$ cat config.mk
export PLATFORM = sky130hd
export DESIGN_NAME = prl_cell
export DESIGN_NICKNAME = d
export VERILOG_FILES = /design/src/rtl/core/prl_pkg.sv /design/src/rtl/core/prl_cell.sv
export SDC_FILE = /design/constraint.sdc
export NUM_CORES = 1
export LEC_CHECK = 0
export BUFFER_PORTS_ARGS = -buffer_cell sky130_fd_sc_hd__buf_2
export CAP_MARGIN = 20
export CORE_AREA = 2 2 268 270
export DETAILED_ROUTE_END_ITERATION = 8
export DIE_AREA = 0 0 270 272
export MAX_ROUTING_LAYER = met4
export PLACE_DENSITY = 0.39
export SYNTH_ARGS = -nofsm -noshare
export SYNTH_HDL_FRONTEND = slang
export SYNTH_SLANG_ARGS = --single-unit
$ cat constraint.sdc
create_clock -name clk -period 17.7 [get_ports clk]
set_clock_uncertainty 0.1 [all_clocks]
set_input_delay 1.77 -clock clk [delete_from_list [all_inputs] [get_ports clk]]
set_output_delay 1.77 -clock clk [all_outputs]
set_load 0.005 [all_outputs]
$ cat src/rtl/core/prl_pkg.sv
`timescale 1ns / 1ps
package prl_pkg;

  localparam int OP_W    = 3;
  localparam int POS_W   = 7;
  localparam int CNT_W   = 7;
  localparam int STAT_W  = 2;
  localparam int NAME_W  = 64;

  localparam logic [OP_W-1:0] OP_INSERT  = 3'd0;
  localparam logic [OP_W-1:0] OP_REMOVE  = 3'd1;
  localparam logic [OP_W-1:0] OP_MODIFY  = 3'd2;
  localparam logic [OP_W-1:0] OP_OBSERVE = 3'd3;
  localparam logic [OP_W-1:0] OP_FIND    = 3'd4;
  localparam logic [OP_W-1:0] OP_CLEAR   = 3'd5;

  localparam logic [STAT_W-1:0] ST_OK       = 2'd0;
  localparam logic [STAT_W-1:0] ST_RANGE    = 2'd1;
  localparam logic [STAT_W-1:0] ST_FULL     = 2'd2;
  localparam logic [STAT_W-1:0] ST_NOTFOUND = 2'd3;

  typedef logic [2:0] cmd_t;
  localparam cmd_t CMD_HOLD = 3'd0;
  localparam cmd_t CMD_INS  = 3'd1;
  localparam cmd_t CMD_REM  = 3'd2;
  localparam cmd_t CMD_MOD  = 3'd3;
  localparam cmd_t CMD_ROT  = 3'd4;

  typedef struct packed {
    logic signed [31:0] id;
    logic [7:0]         age;
    logic [NAME_W-1:0]  first;
    logic [NAME_W-1:0]  last;
  } rec_t;

  // Keeps at most nbytes bytes and zeroes everything from the first zero byte.
  function automatic logic [NAME_W-1:0] cut_name(input logic [NAME_W-1:0] text,
                                                 input int nbytes);
    logic [NAME_W-1:0] kept;
    logic alive;
    kept  = '0;
    alive = 1'b1;
    for (int b = 0; b < 8; b++) begin
      if (b >= nbytes || text[8*b +: 8] == 8'd0) begin
        alive = 1'b0;
      end
      if (alive) begin
        kept[8*b +: 8] = text[8*b +: 8];
      end
    end
    return kept;
  endfunction

endpackage

$ cat src/rtl/core/prl_cell.sv
`timescale 1ns / 1ps
module prl_cell
  import prl_pkg::*;
#(
  parameter int IDX = 0,
  parameter int IW  = 6
) (
  input  logic          clk,
  input  cmd_t          cmd,
  input  logic [IW-1:0] sel,
  input  rec_t          new_rec,
  input  rec_t          left_rec,
  input  rec_t          right_rec,
  output rec_t          rec_q
);

  localparam logic [IW-1:0] ME = IW'(IDX);

  rec_t rec_r;
  rec_t rec_nxt;

  always_comb begin
    rec_nxt = rec_r;
    unique case (cmd)
      CMD_INS: begin
        if (ME > sel) rec_nxt = left_rec;
        else if (ME == sel) rec_nxt = new_rec;
      end
      CMD_REM: begin
        if (ME >= sel) rec_nxt = right_rec;
      end
      CMD_MOD: begin
        if (ME == sel) rec_nxt = new_rec;
      end
      CMD_ROT:  rec_nxt = right_rec;
      default:  rec_nxt = rec_r;
    endcase
  end

  always_ff @(posedge clk) begin
    rec_r <= rec_nxt;
  end

  assign rec_q = rec_r;

endmodule

==> metrics.md, run 1 <==
| Metric | Value |
|---|---|
| Synth top area cells | edfxtp_1, a31oi_1, nand3_1, nor3_1, o21ai_1 |
| Initial Util | 0.132 |
| Share of cells above drive strength 1 | 0.405 |
| Post-CTS setup buffers | 0 |
| Nets | 1915 |
| Worst hold stages | 2 |
| Post-Route WL | ~46 mm |
| Crit-path cells | buf_2, nor4_4, buf_4, a31oi_1, o21ai_4, buf_4, buf_4 |
| Critical path's largest stage delay | ~0.76 ns |
| Min Hold Slack | 0.569 ns |
| EDFF count, synth | ~170 |
| Arr. time, crit path | between 4 and 5 ns |
| Clock transition at path regs | 0.07 ns |
| CTS buffer count | 17 |
| Die Y | roughly 270 µm |
| H-tree depth | 4 |
| HPWL after DPL | 31.2 mm |
| Clk_lat worst skew | 0.47 ns |
| Pwr Density | a little over 80 nW/µm² |
| Clock buffer depth | 2 |
| Fmax | between 200 and 250 MHz |
| Global-route wire length before repair | 67.6 mm |
| Mean Syn Cell Area | between 9 and 10 µm² |
| Largest net degree at the start of global routing | 169 |
| R2R Path Start | rec_q[135] |
| Outcome | completed |
| Critical R2R Capture | rec_q[135] |
| Router iterations before antenna repair | 5 |
| Top_reg_cell synth | edfxtp_1 |
| Flop2flop setup slack | about 17 ns |
| Clock sinks | 168 |
| Async S/R FF share, synth | 0 |
| Power, Total | ~1.1 mW |
| Total GRT Usage | 0.126 |
| WL/cell | 19.6 µm |
| Worst setup EP type | register |
| Critical path class | primary input to register |
| Ys Warns | 0 |
| Maximum vdd drop | roughly 49 µV |
| Most common cell on crit path | buf_4 |
| GRT Residual Overflow | 0 |
| DRT iter0 DRCs | between 800 and 900 |
| Fillers | about 8100 |
| Cts-stage hold buffer count | 0 |
| #FFs+latches synth | roughly 170 |
| Global placer's final weighted congestion | 0.888 |
| Synth cell count leaders | a31oi_1, edfxtp_1, nand3_1, nor3_1, o21ai_1 |
| Critical Path Source Type | primary input |
| Slew margin rel. | 0.318 |
| Final TNS setup | 0 ns |
| Leakage power | between 4 and 5 nW |
| Slew Limit Fails | 0 |
| Number of distinct library cells after synthesis | 18 |
| Max_cap viols | 0 |
| Vias in the first global route | just over 10000 |
| P&R area growth vs syn | 41.0% |
| Slowest CP cell | buf_4 |
| CORE AREA | 70800 µm² |
| Reg2Reg Depth | 2 |
| Post-Synthesis Cells | between 900 and 1000 |
| Remaining antenna violation count after routing | 0 |
| Final worst-path cycle share | 0.278 |
| Req. time, crit path | roughly 18 ns |
| Seq/Total Area, Yosys | 0.539 |
| Endpoints failing hold | 0 |
| Min-delay src | rec_q[98] |
| Sequential Area | approximately 5000 µm² |
| Most numerous cell in the Yosys netlist | a31oi_1 |
| Min-delay worst type | register to register |
| # DRC | 0 |
| Num rows | a little under 100 |
| Die Width | 270 µm |
| Initial antenna violation count | 3 |
| Final min period | ~4.9 ns |
| # IOs | roughly 700 |
| Max FFs per register | approximately 170 |
| # setup viols final | 0 |
| Yosys top cell by area | edfxtp_1 |
| Die footprint | around 73000 µm² |
| CTS root buffer | clkbuf_16 |
| Worst slew pin tran | ~1.0 ns |
| CTS tree | built |
| Syn Nets | ~1500 |
| PortBufs | ~510 |
| WHS Endpoint | rec_q[98] |
| PostCTS Resize Cnt | 0 |
| Yosys top cell area share | 0.539 |
| Multi-input combinational cell area | roughly 3700 µm² |
| RSZ-0062 raised after global routing | false |
| Vias post-DR | roughly 10000 |
| Mapped Area | between 9000 and 10000 µm² |
| Crit path max fanout | 66 |
| Via density | 4.38 |
==> critical path: cells and delay by family <==
| family | cells | cell delay (ns) |
|---|---|---|
| AOI/OAI and AO/OA | 2 | 0.89 |
| and+or+nand+nor | 1 | 0.26 |
| buffers and inverters | 4 | 1.84 |
==> how the worst max path moves through the flow <==
stage / depth (start not counted) / slack [ns] / start / to
6_report: 7 / 12.77 / sel[5] / rec_q[20]
5_1_grt: 7 / 12.53 / sel[5] / rec_q[20]
4_1_cts: 7 / 12.70 / sel[5] / rec_q[20]
3_5_place_dp: 7 / 12.15 / sel[5] / rec_q[24]
3_3_place_gp: 7 / 12.19 / sel[5] / rec_q[20]
2_1_floorplan: 4 / 2.48 / sel[5] / rec_q[0]
==> final cells by class <==
cell class	count	share of cell area
Sequential cell	168	0.382
Multi-Input combinational cell	682	0.281
Timing Repair Buffer	532	0.207
Tap cell	950	0.0901
Clock buffer	17	0.0322
Clock inverter	14	0.00758
Antenna cell	3	0.000569
==> power breakdown <==
part	total, mW	switching (mW)	internal [mW]
sequential	0.501	0.0163	0.485
combinational	0.210	0.129	0.0815
clock	0.364	0.185	0.179
total	1.07	0.330	0.745
==> logic make-up after synthesis <==
logic type      after synthesis  share of synthesized area
compound gates              338                      0.204
xor+xnor                      1                    0.00174
buf+inv                     130                     0.0692
flops                       168                      0.539
simple gates                343                      0.186
==> stage by stage <==
step / instance area, µm² / util / std cells / worst slack [ns]
final: 13200 / 0.187 / 2366 / 12.77
after global routing: 13200 / 0.187 / 2366 / 12.53
after CTS: 13200 / 0.186 / 2363 / 12.70
after detailed placement: 12700 / 0.179 / 2332 / 12.15
after global placement: 12700 / 0.179 / 2332 / 12.19
after floorplan: 9360 / - / 980 / 2.48
==> placed cells by master, fill, tap and decap left out, types with 2 or more instances in the layout <==
cell	count
buf_4	18
buf_2	512
clkinv_2	4
or2_4	2
clkbuf_16	17
diode_2	3
o21ai_0	48
o21ai_1	117
a31oi_1	169
nor3_1	168
clkinvlp_4	2
clkinv_4	4
o21ai_2	3
inv_6	3
nand3_1	168
edfxtp_1	168
==> metal layers <==
| metal | track usage | share of wire | up-vias |
|---|---|---|---|
| met5 | - | 0 | - |
| li1 | - | - | 4700 |
| met3 | 0.0449 | 0.096 | 43 |
| met2 | 0.183 | 0.44 | 565 |
| met1 | 0.159 | 0.44 | 5056 |
| met4 | 0.0446 | 0.023 | 0 |
(Power assumes the default switching activity.)
==> inputs of run 2 (changes only) <==
CORE_AREA = 2 2 266 268   (was 2 2 268 270)
DIE_AREA = 0 0 268 270   (was 0 0 270 272)
PLACE_DENSITY = 0.4   (was 0.39)
clock period = 4.13 ns   (was 17.7 ns; I/O delays follow)
==> run 2 against run 1 <==
Compared with the run above: register-to-register slack got worse by 14 ns; highest routed layer unchanged; global-route usage increased by 0.15 points; clock-buffer cell count increased by 1; worst hold slack got worse by 0.39 ns; die area decreased by 1.5%; largest cell class unchanged; wire length decreased by 1.0%.
==> metrics.md, run 2 (same netlist as run 1, synthesis figures left out) <==
| Metric | Value |
|---|---|
| Critical Path Source Type | primary input |
| Final worst-path cycle share | 0.597 |
| Router iterations before antenna repair | 5 (unchanged) |
| CORE AREA | 69500 µm² (-1.7%) |
| Met2 GRT Util | 0.184 (+0.000740) |
| Fmax | 406 MHz |
| Crit path max fanout | 107 (+62%) |
| Critical path class | primary input to register |
| Clk_lat worst skew | 0.46 ns (about the same) |
| Worst hold stages | 3 (+1) |
| Die Y | 270 µm (-0.74%) |
| DP Area | 12800 µm² (+1.2%) |
| Min-delay worst type | primary input to register |
| Most Crowded Layer GR | met2 |
| Global placer's final weighted congestion | 0.857 (-3.5%) |
| Slew Limit Fails | 0 (unchanged) |
| Clock sinks | 168 (unchanged) |
| Post-Route WL | 46.0 mm (-1.0%) |
| Outcome | completed |
| Max_cap viols | 0 (unchanged) |
| CTS root buffer | clkbuf_16 |
| RSZ-0062 raised after global routing | false |
| Global-route wire length before repair | 67.4 mm (-0.34%) |
| Final Worst Setup Slack | 1.66 ns (-11.11 ns) |
| Maximum vdd drop | 246 µV (+400%) |
| GRT Residual Overflow | 0 (unchanged) |
| Nets | 1916 (+0.052%) |
| Remaining antenna violation count after routing | 0 (unchanged) |
| Cts-stage hold buffer count | 0 (unchanged) |
| Clock transition at path regs | 0.08 ns (about the same) |
| Sequential Area | 5040 µm² (unchanged) |
| Grt met3 use | 0.0352 (-0.00968) |
| DRT iter0 DRCs | 739 (-10%) |
| Final min period | approximately 2.5 ns |
| H-tree depth | 4 (unchanged) |
| Initial Util | 0.135 (+0.00230) |
| Most common cell after layout, fill and taps aside | buf_2 |
| Worst slew pin tran | 1.13 ns (+0.112 ns) |
| Die footprint | 72400 µm² (-1.5%) |
| Leakage power | 4.64 nW (+1.4%) |
| # DRC | 0 (unchanged) |
| Die Width | 268 µm (-0.74%) |
| Req. time, crit path | 4.22 ns (-13.47 ns) |
| Fillers | 7809 (-3.4%) |
| Arr. time, crit path | 2.56 ns (-2.36 ns) |
| HPWL after DPL | 30.8 mm (-1.4%) |
| WL/cell | 19.4 µm (-1.0%) |
| Via density | 4.40 (+0.46%) |
| Share of cells above drive strength 1 | 0.405 (about the same) |
| Cell area after layout | 13400 µm² (+1.5%) |
| CTS tree | built |
| Post-CTS setup buffers | 0 (unchanged) |
| Met1 GRT Util | 0.164 (+0.00429) |
| Largest net degree at the start of global routing | 169 (unchanged) |
| Placed cells | 2323 (-0.39%) |
| Pre-CTS setup slack | 1.13 ns (-11.02 ns) |
| # setup viols final | 0 (unchanged) |
| Multi-input combinational cell area | 3720 µm² (+0.41%) |
| Most frequent cells in the layout | buf_2, nand3_1, nor3_1, a31oi_1, edfxtp_1 |
| Clock buffer depth | 2 (unchanged) |
| Max FFs per register | 168 (unchanged) |
| Endpoints failing hold | 0 (unchanged) |
| PostCTS Resize Cnt | 0 (unchanged) |
| Initial antenna violation count | 11 (+8) |
| Final cell count without fillers | 2367 (+0.042%) |
| Num rows | 97 (-1.0%) |
| P&R area growth vs syn | 43.1% |
| Worst setup EP type | register |
| PortBufs | 513 (unchanged) |
| Reg2Reg Depth | 2 (unchanged) |
| Total GRT Usage | 0.127 (+0.00148) |
| # IOs | 682 (unchanged) |
| Vias in the first global route | 10300 (+0.068%) |
| CTS buffer count | 17 (unchanged) |
| Vias post-DR | 10400 (+0.50%) |
| Slew margin rel. | 0.244 (-0.0745) |
| Pwr Density | 351 nW/µm² (+330%) |
## run 2: changes by cell type in the layout (fill, tap and decap cells not counted), sizes merged
cell    previous run  this run
diode              3        12
bufinv             0         1
buf              532       533
clkbuf            17        18
clkinv             9         8
## run 2: where the power goes
| group | internal, mW | total (mW) | leakage, nW | switching (mW) |
|---|---|---|---|---|
| Clock | 0.833 | 1.64 | 0.266 | 0.806 |
| Combinational | 0.365 | 0.919 | 2.79 | 0.554 |
| Sequential | 2.08 | 2.14 | 1.58 | 0.0693 |
## run 2: worst max-delay path, stage by stage
cell	delay (ns)
buf_6	0.53
or2_4	0.65
buf_4	0.49
a31oi_1	0.16
## run 2: layout make-up
cell class	count	area share
Antenna cell	12	0.00224
Tap cell	940	0.0878
Multi-Input combinational cell	682	0.278
Sequential cell	168	0.377
Clock inverter	14	0.00925
Clock buffer	18	0.0320
Timing Repair Buffer	533	0.215
## run 2: worst paths after layout
check | from | to | slack (ns)
worst min register to register | rec_q[79] | rec_q[79] | 0.57
worst min-delay path | right_rec[141] | rec_q[141] | 0.18
worst max-delay path | cmd[0] | rec_q[111] | 1.66
worst max register to register | rec_q[135] | rec_q[135] | 3.03
## run 2: routing by layer
metal | part of all wire | vias up
met2 | 0.45 | 555
met5 | 0 | -
met3 | 0.086 | 47
met1 | 0.44 | 5084
li1 | - | 4730
met4 | 0.028 | 0
## run 2: stage by stage
| step | TNS, ns | hold slack, ns | util | power (mW) |
|---|---|---|---|---|
| 2_1_floorplan | -42.18 | 0.522 | - | 2.61 |
| 3_3_place_gp | 0 | 0.545 | 0.184 | 3.10 |
| 3_5_place_dp | 0 | 0.554 | 0.184 | 3.11 |
| 4_1_cts | 0 | 0.126 | 0.192 | 4.80 |
| 5_1_grt | 0 | 0.153 | 0.193 | 4.95 |
| 6_report | 0 | 0.181 | 0.193 | 4.70 |
==> inputs of run 3 (changes only) <==
ABC_AREA = 1   (was default)
CORE_AREA = 2 2 269 271   (was 2 2 266 268)
DIE_AREA = 0 0 271 273   (was 0 0 268 270)
PLACE_DENSITY = 0.41   (was 0.4)
clock period = 2.3 ns   (was 4.13 ns; I/O delays follow)
==> run 3 against run 2 <==
Compared with the run above: total power rose by 110%; worst hold slack got worse by 0.13 ns; utilization increased by 4.8 points; critical endpoint is now rec_q[160].
==> metrics.md, run 3 <==
| Metric | Value |
|---|---|
| DP Area | 14500 µm² (+13%) |
| EDFF count, synth | 168 (unchanged) |
| Initial antenna violation count | 5 (-6) |
| # IOs | 682 (unchanged) |
| Worst slew pin tran | 0.641 ns (-0.493 ns) |
| Yosys top cell by area | edfxtp_1 |
| Remaining antenna violation count after routing | 0 (unchanged) |
| Placed cells | 2862 (+23%) |
| Max_cap viols | 0 (unchanged) |
| Async S/R FF share, synth | 0 (unchanged) |
| Internal power | 6.81 mW (+110%) |
| HPWL after DPL | 33.5 mm (+9.1%) |
| PortBufs | 513 (unchanged) |
| Clk_lat worst skew | 0.46 ns (about the same) |
| Worst hold stages | 5 (+2) |
| Clock Power Share | 0.329 (-0.020) |
| CTS root buffer | clkbuf_16 |
| #FFs+latches synth | 168 (unchanged) |
| Net Sw Power | 3.11 mW (+120%) |
| Largest net degree at the start of global routing | 97 (-43%) |
| Total GRT Usage | 0.130 (+0.00297) |
| WL/cell | 15.5 µm (-20%) |
| Most frequent cells in the layout | buf_2, nand2_1, inv_1, dlygate4sd3_1 |
| Top_reg_cell synth | edfxtp_1 |
| Number of distinct library cells after synthesis | 17 (-1) |
| Endpoints failing hold | 0 (unchanged) |
| Global-route wire length before repair | 72.2 mm (+7.1%) |
| Most numerous cell in the Yosys netlist | nand2_1 |
| Critical Path Source Type | primary input |
| DRT iter0 DRCs | 587 (-21%) |
| Final Worst Setup Slack | 0.354 ns (-1.31 ns) |
| Cell area after layout | 17100 µm² (+27%) |
| Slew Limit Fails | 0 (unchanged) |
| Post-Synthesis Cells | 1467 (+50%) |
| Arr. time, crit path | 2.07 ns (-0.49 ns) |
| Clock transition at path regs | 0.08 ns (about the same) |
| Most common cell after layout, fill and taps aside | buf_2 |
| GRT Residual Overflow | 0 (unchanged) |
| Slew margin rel. | 0.573 (+0.329) |
| Mean Syn Cell Area | 7.28 µm² (-24%) |
| Router iterations before antenna repair | 5 (unchanged) |
| Yosys top cell area share | 0.472 (-0.0664) |
| Post-CTS setup buffers | 0 (unchanged) |
| Pre-CTS setup slack | 0.277 ns (-0.856 ns) |
| Share of cells above drive strength 1 | 0.278 (-0.127) |
| Synth cell count leaders | nand2_1, inv_1, edfxtp_1, nand3_1, nand4_1 |
| Post-Route WL | 47.8 mm (+4.0%) |
| Req. time, crit path | 2.42 ns (-1.80 ns) |
| Via density | 3.92 (-11%) |
| Pwr Density | 581 nW/µm² (+66%) |
| Leakage power | 9.04 nW (+95%) |
| Seq pwr share | 0.413 (-0.043) |
| Seq/Total Area, Yosys | 0.472 (-0.0664) |
| Die Width | 271 µm (+1.1%) |
| Worst setup EP type | register |
| Met3 WL | 4.06 mm (+2.7%) |
| Comb power frac | 0.258 (+0.063) |
| Power, Total | 9.93 mW (+110%) |
| Global placer's final weighted congestion | 0.904 (+5.5%) |
| Nets | 2636 (+38%) |
| Reg2Reg Depth | 5 (+3) |
| PostCTS Resize Cnt | 0 (unchanged) |
| # setup viols final | 0 (unchanged) |
| Final worst-path cycle share | 0.846 |
| Vias in the first global route | 12300 (+19%) |
| CTS buffer count | 17 (unchanged) |
| Clock buffer depth | 2 (unchanged) |
| Post-Route Utilization | 0.240 (+0.0478) |
| # DRC | 0 (unchanged) |
| CTS tree | built |
| Critical path class | primary input to register |
| Maximum vdd drop | 445 µV (+81%) |
| Die Y | 273 µm (+1.1%) |
| Final cell count without fillers | 3091 (+31%) |
| Fmax | slightly above 500 MHz |
| H-tree depth | 4 (unchanged) |
| Final min period | between 1.5 and 2 ns |
| Min-delay worst type | primary input to register |
| Highest metal used | met4 |
| Max FFs per register | 168 (unchanged) |
| P&R area growth vs syn | 59.8% |
| Die footprint | 74000 µm² (+2.2%) |
| Num rows | 98 (+1.0%) |
| RSZ-0062 raised after global routing | false |
| Initial Util | 0.150 (+0.0158) |
| Switch share | 0.313 (+0.00960) |
| Clock sinks | 168 (unchanged) |
| CORE AREA | 71000 µm² (+2.1%) |
| Wl on met1 | 21.6 mm (+7.1%) |
| Ys Warns | 0 (unchanged) |
| Crit path max fanout | 88 (-18%) |
| Outcome | completed |
| Mapped Area | 10700 µm² (+14%) |
| Syn Nets | 1981 (+33%) |
| Met2 routed WL | 21.2 mm (+3.3%) |
| Vias post-DR | 12100 (+16%) |
| Synth top area cells | edfxtp_1, nand2_1, inv_1, nand4_1, nand3_1 |
run 3: cell types whose count changed after synthesis, moves of 3 or more:
cell and change:
o21ai_1 -116, inv_1 +339, clkbuf_1 -63, o21ai_0 -48, a31oi_1 -169, buf_1 +5, nand2_1 +505, o21ai_2 -3
buf_6 -14, buf_2 +50, nor3_1 -167, nand4_1 +168
run 3: layer usage:
layer  vias up  GRT usage
met5         -          -
met3        42     0.0402
met1      5548      0.161
met2       537      0.199
met4         0     0.0477
li1       5979          -
run 3: cell type report:
| type | count | area, µm² |
|---|---|---|
| fillers | 7920 | 53900 |
| well taps | 950 | 1190 |
| diodes | 6 | 15.0 |
| clock inverters | 14 | 185 |
| clock buffers | 18 | 429 |
| repair buffers | 744 | 5030 |
| inverters | 340 | 1280 |
| flip-flops and latches | 168 | 5040 |
| multi-input cells | 851 | 3890 |
run 3: cells by family after synthesis:
logic type / count (synthesis) / synth area share
AND/OR/NAND/NOR: 848 / 0.359
AO/OA/AOI/OAI: 3 / 0.00164
flip-flops: 168 / 0.472
buffers and inverters: 448 / 0.167
run 3: metrics by stage:
stage	TNS, ns	hold WS, ns
floorplan	-243.16	0.316
global placement	0	0.400
detailed placement	0	0.403
CTS	0	0.000626
global route	0	0.0283
finish	0	0.0539
run 3: final timing paths:
path	start	end	slack, ns
worst min-delay path	new_rec[18]	rec_q[18]	0.05
worst max-delay path	cmd[0]	rec_q[160]	0.35
worst min register to register	rec_q[163]	rec_q[163]	0.56
worst max register to register	rec_q[154]	rec_q[154]	0.62
run 3: critical path, stage by stage:
cell	delay, ns
buf_2	0.12
o21bai_1	0.33
nand2_8	0.13
buf_12	0.21
nand3_1	0.21
nand2_1	0.07
dlygate4sd3_1	0.57
run 3: power groups by stage:
stage	logic [mW]	registers, mW	clock network [mW]
6_report	2.56	4.10	3.26
3_5_place_dp	2.28	4.17	0
5_1_grt	2.87	4.15	3.50
3_3_place_gp	2.27	4.16	0
4_1_cts	2.59	4.11	3.42
2_1_floorplan	1.04	4.19	0
run 3: what timing repair did:
item                                    4_1_cts  5_1_grt
hold buffers                                191        0
hold endpoints to repair                    168        0
endpoints found under the setup margin        0        0
